## src/pts_pkg.sv

```systemverilog
// ----------------------------------------------------------------------------
// pts_pkg: shared types and constants of the periodic task scheduler
// Holds the table size, the command and result codes and the structs that
// pass between the controller and the datapath.
// ----------------------------------------------------------------------------
package pts_pkg;

    // table size and derived widths
    localparam int MAX_TASKS = 16;
    localparam int IDX_W     = (MAX_TASKS > 1) ? $clog2(MAX_TASKS) : 1;
    localparam int CNT_W     = $clog2(MAX_TASKS + 1);
    localparam int ID_W      = 8;
    localparam int TIME_W    = 32;
    localparam logic [ID_W-1:0] ID_MAX = '1;

    // command codes
    typedef enum logic [1:0] {
        CMD_RUN    = 2'd0,
        CMD_ADD    = 2'd1,
        CMD_DELETE = 2'd2,
        CMD_NONE   = 2'd3
    } t_cmd;

    // result kinds
    typedef enum logic [2:0] {
        K_FIRED    = 3'd0,
        K_ADDED    = 3'd1,
        K_DELETED  = 3'd2,
        K_NOTFOUND = 3'd3,
        K_REFUSED  = 3'd4,
        K_DONE     = 3'd5
    } t_kind;

    // controller states
    typedef enum logic [2:0] {
        S_IDLE,
        S_RUN,
        S_DONE,
        S_ADD,
        S_DEL
    } t_state;

    // one entry of the id-ordered list: task id and the slot that holds it
    typedef struct packed {
        logic [ID_W-1:0]  id;
        logic [IDX_W-1:0] slot;
    } t_entry;

    // controller to datapath
    typedef struct packed {
        logic  load;       // capture the accepted input word
        logic  pos_dec;    // step to the next lower id
        logic  upd_due;    // advance due time of the visited task
        logic  add_write;  // store the new task
        logic  del_apply;  // remove the matching task
        logic  emit;       // load the output register
        t_kind emit_kind;
    } t_dp_cmd;

    // datapath to controller
    typedef struct packed {
        logic out_free;   // output register can take a word this cycle
        logic cnt_zero;   // table empty
        logic pos_zero;   // visiting the lowest id
        logic due_hit;    // visited task is due
        logic add_ok;     // add can be granted
        logic del_found;  // delete target present
    } t_dp_stat;

endpackage

```

## src/pts_ctrl.sv

```systemverilog
// ----------------------------------------------------------------------------
// pts_ctrl: command sequencer
// Decodes the accepted command and steps the datapath through a run round,
// an add or a delete, holding while a word to emit finds the output register occupied.
// ----------------------------------------------------------------------------
module pts_ctrl (
    input  logic              i_clk,
    input  logic              i_rst_n,
    input  logic              i_in_valid,
    input  logic [1:0]        i_cmd,
    input  pts_pkg::t_dp_stat i_stat,
    output logic              o_in_ready,
    output pts_pkg::t_dp_cmd  o_cmd
);

    pts_pkg::t_state r_state;
    pts_pkg::t_state n_state;
    logic            w_accept;

    assign w_accept = i_in_valid && (r_state == pts_pkg::S_IDLE);

    // state register
    always_ff @(posedge i_clk) begin
        if (!i_rst_n) begin
            r_state <= pts_pkg::S_IDLE;
        end else begin
            r_state <= n_state;
        end
    end

    // next state
    always_comb begin
        n_state = r_state;
        case (r_state)
            pts_pkg::S_IDLE: begin
                if (w_accept) begin
                    case (pts_pkg::t_cmd'(i_cmd))
                        pts_pkg::CMD_RUN:
                            n_state = i_stat.cnt_zero ? pts_pkg::S_DONE : pts_pkg::S_RUN;
                        pts_pkg::CMD_ADD:    n_state = pts_pkg::S_ADD;
                        pts_pkg::CMD_DELETE: n_state = pts_pkg::S_DEL;
                        default:             n_state = pts_pkg::S_IDLE;
                    endcase
                end
            end
            pts_pkg::S_RUN: begin
                if (!i_stat.due_hit || i_stat.out_free) begin
                    if (i_stat.pos_zero) begin
                        n_state = pts_pkg::S_DONE;
                    end
                end
            end
            pts_pkg::S_DONE, pts_pkg::S_ADD, pts_pkg::S_DEL: begin
                if (i_stat.out_free) begin
                    n_state = pts_pkg::S_IDLE;
                end
            end
            default: n_state = pts_pkg::S_IDLE;
        endcase
    end

    // outputs
    always_comb begin
        o_in_ready      = 1'b0;
        o_cmd           = '0;
        o_cmd.emit_kind = pts_pkg::K_DONE;
        case (r_state)
            pts_pkg::S_IDLE: begin
                o_in_ready = 1'b1;
                o_cmd.load = w_accept;
            end
            pts_pkg::S_RUN: begin
                if (!i_stat.due_hit) begin
                    o_cmd.pos_dec = 1'b1;
                end else if (i_stat.out_free) begin
                    o_cmd.pos_dec   = 1'b1;
                    o_cmd.upd_due   = 1'b1;
                    o_cmd.emit      = 1'b1;
                    o_cmd.emit_kind = pts_pkg::K_FIRED;
                end
            end
            pts_pkg::S_DONE: begin
                o_cmd.emit      = i_stat.out_free;
                o_cmd.emit_kind = pts_pkg::K_DONE;
            end
            pts_pkg::S_ADD: begin
                o_cmd.emit      = i_stat.out_free;
                o_cmd.add_write = i_stat.out_free && i_stat.add_ok;
                o_cmd.emit_kind = i_stat.add_ok ? pts_pkg::K_ADDED : pts_pkg::K_REFUSED;
            end
            pts_pkg::S_DEL: begin
                o_cmd.emit      = i_stat.out_free;
                o_cmd.del_apply = i_stat.out_free && i_stat.del_found;
                o_cmd.emit_kind = i_stat.del_found ? pts_pkg::K_DELETED : pts_pkg::K_NOTFOUND;
            end
            default: begin
                o_in_ready = 1'b0;
            end
        endcase
    end

endmodule

```

## src/pts_datapath.sv

```systemverilog
// ----------------------------------------------------------------------------
// pts_datapath: task table, id-ordered list and output register
// Slots hold period and due time; a compacted list keeps live tasks in ascending
// id order; a run round walks it from the top, one task a cycle unless output stalls.
// ----------------------------------------------------------------------------
module pts_datapath (
    input  logic                         i_clk,
    input  logic                         i_rst_n,
    input  pts_pkg::t_dp_cmd             i_cmd,
    input  logic [pts_pkg::TIME_W-1:0]   i_now_time,
    input  logic [pts_pkg::TIME_W-1:0]   i_task_period,
    input  logic [pts_pkg::TIME_W-1:0]   i_start_delay,
    input  logic [pts_pkg::ID_W-1:0]     i_target_id,
    input  logic                         i_out_ready,
    output pts_pkg::t_dp_stat            o_stat,
    output logic                         o_out_valid,
    output logic [2:0]                   o_out_kind,
    output logic [pts_pkg::ID_W-1:0]     o_out_id,
    output logic                         o_out_last
);

    // slot storage
    logic [pts_pkg::MAX_TASKS-1:0] r_valid;
    logic [pts_pkg::ID_W-1:0]      r_slot_id [pts_pkg::MAX_TASKS];
    logic [pts_pkg::TIME_W-1:0]    r_period  [pts_pkg::MAX_TASKS];
    logic [pts_pkg::TIME_W-1:0]    r_due     [pts_pkg::MAX_TASKS];

    // id-ordered list
    pts_pkg::t_entry               r_order [pts_pkg::MAX_TASKS];
    logic [pts_pkg::CNT_W-1:0]     r_cnt;
    logic [pts_pkg::IDX_W-1:0]     r_pos;

    // captured command word
    logic [pts_pkg::TIME_W-1:0]    r_now;
    logic [pts_pkg::TIME_W-1:0]    r_per;
    logic [pts_pkg::TIME_W-1:0]    r_dly;
    logic [pts_pkg::ID_W-1:0]      r_tgt;

    // output register
    logic                          r_ovalid;
    pts_pkg::t_kind                r_okind;
    logic [pts_pkg::ID_W-1:0]      r_oid;
    logic                          r_olast;

    pts_pkg::t_entry               w_cur;
    logic [pts_pkg::IDX_W-1:0]     w_free;
    logic                          w_full;
    logic [pts_pkg::ID_W-1:0]      w_new_id;
    logic [pts_pkg::MAX_TASKS-1:0] w_slot_hit;
    logic [pts_pkg::MAX_TASKS-1:0] w_list_hit;
    logic [pts_pkg::MAX_TASKS-1:0] w_shift;
    logic                          w_out_free;
    logic [pts_pkg::ID_W-1:0]      w_emit_id;
    logic [pts_pkg::CNT_W-1:0]     w_cnt_m1;

    assign w_cur      = r_order[r_pos];
    assign w_full     = (r_cnt == pts_pkg::CNT_W'(pts_pkg::MAX_TASKS));
    assign w_new_id   = (r_cnt == '0) ? '0 : w_cur.id + 1'b1;
    assign w_out_free = !r_ovalid || i_out_ready;
    assign w_cnt_m1   = r_cnt - 1'b1;

    // lowest free slot
    always_comb begin
        w_free = '0;
        for (int k = pts_pkg::MAX_TASKS - 1; k >= 0; k--) begin
            if (!r_valid[k]) begin
                w_free = pts_pkg::IDX_W'(k);
            end
        end
    end

    // delete lookup in the slots and in the list, and the list shift mask
    always_comb begin
        for (int k = 0; k < pts_pkg::MAX_TASKS; k++) begin
            w_slot_hit[k] = r_valid[k] && (r_slot_id[k] == r_tgt);
            w_list_hit[k] = (pts_pkg::CNT_W'(k) < r_cnt) && (r_order[k].id == r_tgt);
        end
        w_shift[0] = w_list_hit[0];
        for (int k = 1; k < pts_pkg::MAX_TASKS; k++) begin
            w_shift[k] = w_shift[k-1] | w_list_hit[k];
        end
    end

    // status to controller
    always_comb begin
        o_stat.out_free  = w_out_free;
        o_stat.cnt_zero  = (r_cnt == '0);
        o_stat.pos_zero  = (r_pos == '0);
        o_stat.due_hit   = (r_due[w_cur.slot] <= r_now);
        o_stat.add_ok    = !w_full && !((r_cnt != '0) && (w_cur.id == pts_pkg::ID_MAX));
        o_stat.del_found = |w_list_hit;
    end

    // captured command fields
    always_ff @(posedge i_clk) begin
        if (i_cmd.load) begin
            r_now <= i_now_time;
            r_per <= i_task_period;
            r_dly <= i_start_delay;
            r_tgt <= i_target_id;
        end
    end

    // list position: starts at the highest id
    always_ff @(posedge i_clk) begin
        if (!i_rst_n) begin
            r_pos <= '0;
        end else if (i_cmd.load) begin
            r_pos <= w_cnt_m1[pts_pkg::IDX_W-1:0];
        end else if (i_cmd.pos_dec) begin
            r_pos <= r_pos - 1'b1;
        end
    end

    // valid bits and list count
    always_ff @(posedge i_clk) begin
        if (!i_rst_n) begin
            r_valid <= '0;
            r_cnt   <= '0;
        end else if (i_cmd.add_write) begin
            r_valid[w_free] <= 1'b1;
            r_cnt           <= r_cnt + 1'b1;
        end else if (i_cmd.del_apply) begin
            r_valid <= r_valid & ~w_slot_hit;
            r_cnt   <= w_cnt_m1;
        end
    end

    // slot payload
    always_ff @(posedge i_clk) begin
        if (i_cmd.add_write) begin
            r_slot_id[w_free] <= w_new_id;
            r_period[w_free]  <= r_per;
            r_due[w_free]     <= r_per + r_dly;
        end else if (i_cmd.upd_due) begin
            r_due[w_cur.slot] <= r_due[w_cur.slot] + r_period[w_cur.slot];
        end
    end

    // ordered list: append on add, close the gap on delete
    always_ff @(posedge i_clk) begin
        if (i_cmd.add_write) begin
            r_order[r_cnt[pts_pkg::IDX_W-1:0]] <= '{id: w_new_id, slot: w_free};
        end else if (i_cmd.del_apply) begin
            for (int k = 0; k < pts_pkg::MAX_TASKS - 1; k++) begin
                if (w_shift[k]) begin
                    r_order[k] <= r_order[k+1];
                end
            end
        end
    end

    // result id for the word being emitted
    always_comb begin
        case (i_cmd.emit_kind)
            pts_pkg::K_FIRED:   w_emit_id = w_cur.id;
            pts_pkg::K_ADDED:   w_emit_id = w_new_id;
            pts_pkg::K_DELETED: w_emit_id = r_tgt;
            default:            w_emit_id = '0;
        endcase
    end

    // output register
    always_ff @(posedge i_clk) begin
        if (!i_rst_n) begin
            r_ovalid <= 1'b0;
        end else if (i_cmd.emit) begin
            r_ovalid <= 1'b1;
        end else if (i_out_ready) begin
            r_ovalid <= 1'b0;
        end
    end

    always_ff @(posedge i_clk) begin
        if (i_cmd.emit) begin
            r_okind <= i_cmd.emit_kind;
            r_oid   <= w_emit_id;
            r_olast <= (i_cmd.emit_kind != pts_pkg::K_FIRED);
        end
    end

    assign o_out_valid = r_ovalid;
    assign o_out_kind  = r_okind;
    assign o_out_id    = r_oid;
    assign o_out_last  = r_olast;

endmodule

```

## src/periodic_task_scheduler_top.sv

```systemverilog
// ----------------------------------------------------------------------------
// periodic_task_scheduler_top: table of periodic tasks with add, delete, run
// Add and delete give one result word; a run round gives a fired word for
// each due task, highest id first, then a round-done word.
// ----------------------------------------------------------------------------
// An add or delete result is registered once the output register is free.
// A run round walks the id-ordered list one task a cycle while no fired word
// waits for the output register, and registers the done word after the lowest id.
// One command at a time, taken once the last word of the one before is
// registered; a stalled output register holds it back.
// Reset (synchronous, active low) empties the table.
module periodic_task_scheduler_top (
    input  logic         i_clk,
    input  logic         i_rst_n,
    input  logic         s_axis_tvalid,
    output logic         s_axis_tready,
    input  logic [103:0] s_axis_tdata,  // now_time, task_period, start_delay, target_id
    input  logic [1:0]   s_axis_tuser,  // command
    output logic         m_axis_tvalid,
    input  logic         m_axis_tready,
    output logic [7:0]   m_axis_tdata,  // result_id
    output logic [2:0]   m_axis_tuser,  // kind
    output logic         m_axis_tlast
);

    pts_pkg::t_dp_cmd  w_cmd;
    pts_pkg::t_dp_stat w_stat;

    // sequencer
    pts_ctrl u_ctrl (
        .i_clk      (i_clk),
        .i_rst_n    (i_rst_n),
        .i_in_valid (s_axis_tvalid),
        .i_cmd      (s_axis_tuser),
        .i_stat     (w_stat),
        .o_in_ready (s_axis_tready),
        .o_cmd      (w_cmd)
    );

    // table and output register
    pts_datapath u_datapath (
        .i_clk         (i_clk),
        .i_rst_n       (i_rst_n),
        .i_cmd         (w_cmd),
        .i_now_time    (s_axis_tdata[31:0]),
        .i_task_period (s_axis_tdata[63:32]),
        .i_start_delay (s_axis_tdata[95:64]),
        .i_target_id   (s_axis_tdata[103:96]),
        .i_out_ready   (m_axis_tready),
        .o_stat        (w_stat),
        .o_out_valid   (m_axis_tvalid),
        .o_out_kind    (m_axis_tuser),
        .o_out_id      (m_axis_tdata),
        .o_out_last    (m_axis_tlast)
    );

endmodule

```

## config.mk

```make
export PLATFORM = sky130hd
export DESIGN_NAME = periodic_task_scheduler_top
export DESIGN_NICKNAME = d
export VERILOG_FILES = /design/src/pts_pkg.sv /design/src/pts_ctrl.sv /design/src/pts_datapath.sv /design/src/periodic_task_scheduler_top.sv
export SDC_FILE = /design/constraint.sdc
export NUM_CORES = 2
export LEC_CHECK = 0
export BUFFER_PORTS_ARGS = -buffer_cell sky130_fd_sc_hd__buf_2
export CAP_MARGIN = 25
export CELL_PAD_IN_SITES_DETAIL_PLACEMENT = 1
export CELL_PAD_IN_SITES_GLOBAL_PLACEMENT = 1
export CORE_ASPECT_RATIO = 0.8
export CORE_MARGIN = 2
export CORE_UTILIZATION = 56
export CTS_CLUSTER_DIAMETER = 150
export DETAILED_ROUTE_END_ITERATION = 6
export GPL_ROUTABILITY_DRIVEN = 0
export PLACE_DENSITY_LB_ADDON = 0.25
export SYNTH_ARGS = -nofsm -noshare
export SYNTH_HDL_FRONTEND = slang
export SYNTH_SLANG_ARGS = --single-unit
```

## constraint.sdc

```tcl
create_clock -name i_clk -period 21.2 [get_ports i_clk]
set_clock_uncertainty 0.1 [all_clocks]
set_input_delay 4.24 -clock i_clk [delete_from_list [all_inputs] [get_ports i_clk]]
set_output_delay 4.24 -clock i_clk [all_outputs]
set_load 0.03 [all_outputs]
```

==> impl_metrics.csv <==
group,metric,value,unit
floorplanning,start_util,56.2,%
critical_path,critPathCaptureType,"flop",
clock_network,cts_tree,"yes",
clock_network,path_clk_slew,0.06,ns
run_status,outcome,"complete, no violations",
synth,ys_seq_area_share,66.9,%
cells_and_area,multiInputGateArea,20600,um2
synth,synth-edff-count,1460,
synth,async_reset_ff_share,0,%
clock_network,clk_path_buf_depth,3,
critical_path,cpLargestDelayFamily,"buffers and inverters",
routing,drt-wirelength-per-cell,31.9,um
routing,wl,221000,um
critical_path,cpMostUsedCell,"buf_4",
timing,whs,0.451,ns
synth,synth_ff_type,"edfxtp_1",
timing,max_freq,94.3,MHz
synth,ys_ff_latch,1493,
routing,drt_first_pass_iters,6,
global_route,grt_pass1_vias,48100,
synth,yosysMostFrequentCell,"edfxtp_1",
clock_network,post_cts.repair.setup_buffers,0,
timing,fin_crit,10.61,ns
global_route,grt_max_degree,195,
cells_and_area,syn2layout_area_growth,10.7,%
clock_network,post_cts_resized,0,
synth,syn-num-nets,5375,
critical_path,worstPathMaxFanout,66,
power_and_ir_drop,p_leak,26.2,nW
place,hpwl,133000,um
cells_and_area,regArea,44500,um2
floorplanning,design.core.area,118000,um2
hold_path,hold_path.class,"reg2reg",
synth,synth.avg_cell_area,12.9,um2
synth,yosysTopAreaCell,"edfxtp_1",
place,numPortBuffers,123,
global_route,grt_overflow,0,
synth,yosys_warnings,0,
power_and_ir_drop,internal-power,5.89,mW
floorplanning,die-area,122000,um2
cells_and_area,drive_gt1_share,13.4,%
cells_and_area,layout.nets,5472,
power_and_ir_drop,swShare,36.7,%
synth,ys_types,82,
synth,syn_area,66600,um2
clock_network,cts_buffers,148,
timing,slew_violations,0,
timing,worstMarginPinSlew,1.24,ns
critical_path,required,21.54,ns
clock_network,clk_latency,0.82,ns
floorplanning,die_h,312,um
global_route,grt_pass1_wl,321000,um
power_and_ir_drop,seqPwrFrac,38.2,%
floorplanning,num_rows,113,
cells_and_area,n_antenna_cell,0,
power_and_ir_drop,p_sw,3.41,mW
power_and_ir_drop,clkPwrFrac,27.8,%
routing,detail-route-antenna-nets,0,
clock_network,cts_sinks,1493,
routing,vias,46500,
global_route,track_usage,36.1,%
critical_path,crit_path_top_delay_cell,"buf_4",
job,cap_violations,0,
routing,drt-initial-drc-count,6308,
clock_network,htree_levels,4,
critical_path,crit_buf_inv,7,
timing,rsz0062_at_grt,"false",
power_and_ir_drop,pwr-share-comb,34.0,%
synth,syn_inst,5163,
clock_network,cts-root-buf,"clkbuf_16",
power_and_ir_drop,power_density,126,nW/um2
floorplanning,dieWidth,389,um
timing,finalSetupTns,0,ns
timing,slew_headroom,17.1,%
critical_path,cp_cell_sequence,"buf_4 > mux4_2 > and3_1 > a31oi_1 > nand2_4 > buf_4 > buf_4 > buf_4 > nand3_1 > and3_1 > a311oi_1 > a31oi_1 > ha_1 > nand4_1 > or4_1 > nor3_1 > nor2_1 > nor3_2 > buf_4 > clkinv_1 > o31a_1 > nor2_4 > buf_4",
critical_path,cpPeakStageDelay,0.78,ns
timing,fin_crit_sh,50.0,%
timing,hold_viol,0,
power_and_ir_drop,ir_drop,0.128,mV
global_route,antenna_found_initial,4,
timing,finalSetupViolations,0,
routing,drc_errors,0,
routing,vias_per_cell,6.71,
critical_path,arrival,10.95,ns
synth,synth_area_leaders,"edfxtp_1 66%, nand2_1 6.2%, nand3_1 5.0%",
critical_path,startpoint_type,"flop",
critical_path,critPathKind,"reg2reg",
synth,ys_top_cells_by_count,"1460 x edfxtp_1, 1102 x nand2_1, 659 x nand3_1",
cells_and_area,fill_cells,11300,
floorplanning,io_pins,124,
clock_network,cts_hold_buf,0,
synth,synth.top_cell.area_share,65.9,%
[tightest hold or removal path, delay by kind of cell (launching register included)]
kind / cells / cell delay [ns]
compound gates: 2 / 0.16
flops: 1 / 0.34
[placed cells by master (no fill, tap or decap), types with 15 or more instances in the layout]
cell       netlist  final
o21ai_0         85     71
a31oi_1         77     76
xor2_1          82     82
ha_1           100    100
clkbuf_16        0    153
dfxtp_1         33     32
nor2_1         102     66
mux4_2          53     51
buf_2           58    124
a21oi_1         94     93
nand4_1         63     63
o21a_1          27     27
xnor2_1        235    235
mux2_1          55     55
nand3_1        659    659
clkbuf_1       163     35
clkinv_2         0     21
mux2_2         118    118
clkinv_1         3     34
edfxtp_1      1460   1460
nor2_4           0     30
nand2_1       1102   1100
nor3_1          17     15
and3_1          74     74
o31a_1          15     15
inv_1           74     70
nor4_1          21     21
buf_4           14    131
a21o_1          46     46
a311oi_1        61     61
[state kept, by name, summed over array words and instances (netlist names), 4 cells and up, named ones only]
| register | cells |
|---|---|
| u_datapath.r_due | 512 |
| u_datapath.r_order | 192 |
| u_datapath.r_valid | 16 |
| u_datapath.r_dly | 32 |
| u_datapath.o_out_id | 8 |
| u_datapath.r_now | 32 |
| u_datapath.r_period | 512 |
| u_datapath.r_pos | 4 |
| u_datapath.r_slot_id | 128 |
| u_datapath.r_tgt | 8 |
| u_datapath.r_per | 32 |
| u_datapath.r_cnt | 5 |
[per-stage QoR]
stage / area [um2] / worst slack [ns] / std cells / utilization [%] / power, mW
2_1_floorplan: 66600 / 13.69 / 5163 / - / 5.55
3_3_place_gp: 68900 / 11.27 / 6645 / 58.2 / 6.44
3_5_place_dp: 69000 / 11.01 / 6651 / 58.3 / 6.61
4_1_cts: 73600 / 10.85 / 6918 / 62.2 / 9.21
5_1_grt: 73700 / 10.32 / 6929 / 62.3 / 9.60
6_report: 73700 / 10.59 / 6929 / 62.3 / 9.30
[power by group through the flow]
stage	clock, mW	combinational, mW	sequential [mW]
after detailed placement	0	3.00	3.61
final	2.59	3.16	3.55
after global placement	0	2.83	3.61
after global routing	2.70	3.35	3.55
after floorplan	0	1.96	3.59
after CTS	2.60	3.06	3.55
[kinds of logic (layout without fill, tap and decap cells)]
| kind of cell | count (synthesis) | in the layout | synth area share, % |
|---|---|---|---|
| fa+ha+maj | 102 | 102 | 1.94 |
| mux | 248 | 248 | 5.12 |
| buf+inv | 390 | 604 | 2.58 |
| simple gates | 2103 | 2103 | 14.1 |
| flops | 1493 | 1493 | 66.9 |
| xor+xnor | 317 | 317 | 4.17 |
| compound gates | 510 | 510 | 5.23 |
[final cells by class]
type                            count  area share, %
Clock buffer                      192           5.45
Clock inverter                     75          0.842
Inverter                           77          0.402
Multi-Input combinational cell   3280           28.0
Sequential cell                  1493           60.4
Tap cell                         1552           2.63
Timing Repair Buffer              260           2.31
[routing by layer]
layer,vias to the layer above,wire [um],track usage [%]
li1,19300,-,-
met3,498,22900,7.13
met1,23900,86900,50.4
met5,-,34,0
met4,6,9200,15.6
met2,2833,102000,55.5
[path summary, 6_finish.rpt]
path                                       startpoint                        to  slack, ns  cells past startpoint
worst min-delay path            u_datapath.r_valid[0]     u_datapath.r_valid[0]       0.45                      2
worst max register to register                   flop  u_datapath.r_due[13][11]      10.59                     23
worst min register to register  u_datapath.r_valid[0]     u_datapath.r_valid[0]       0.45                      2
worst max-delay path                             flop  u_datapath.r_due[13][11]      10.59                     23
Power figures use the tool's default switching activity.
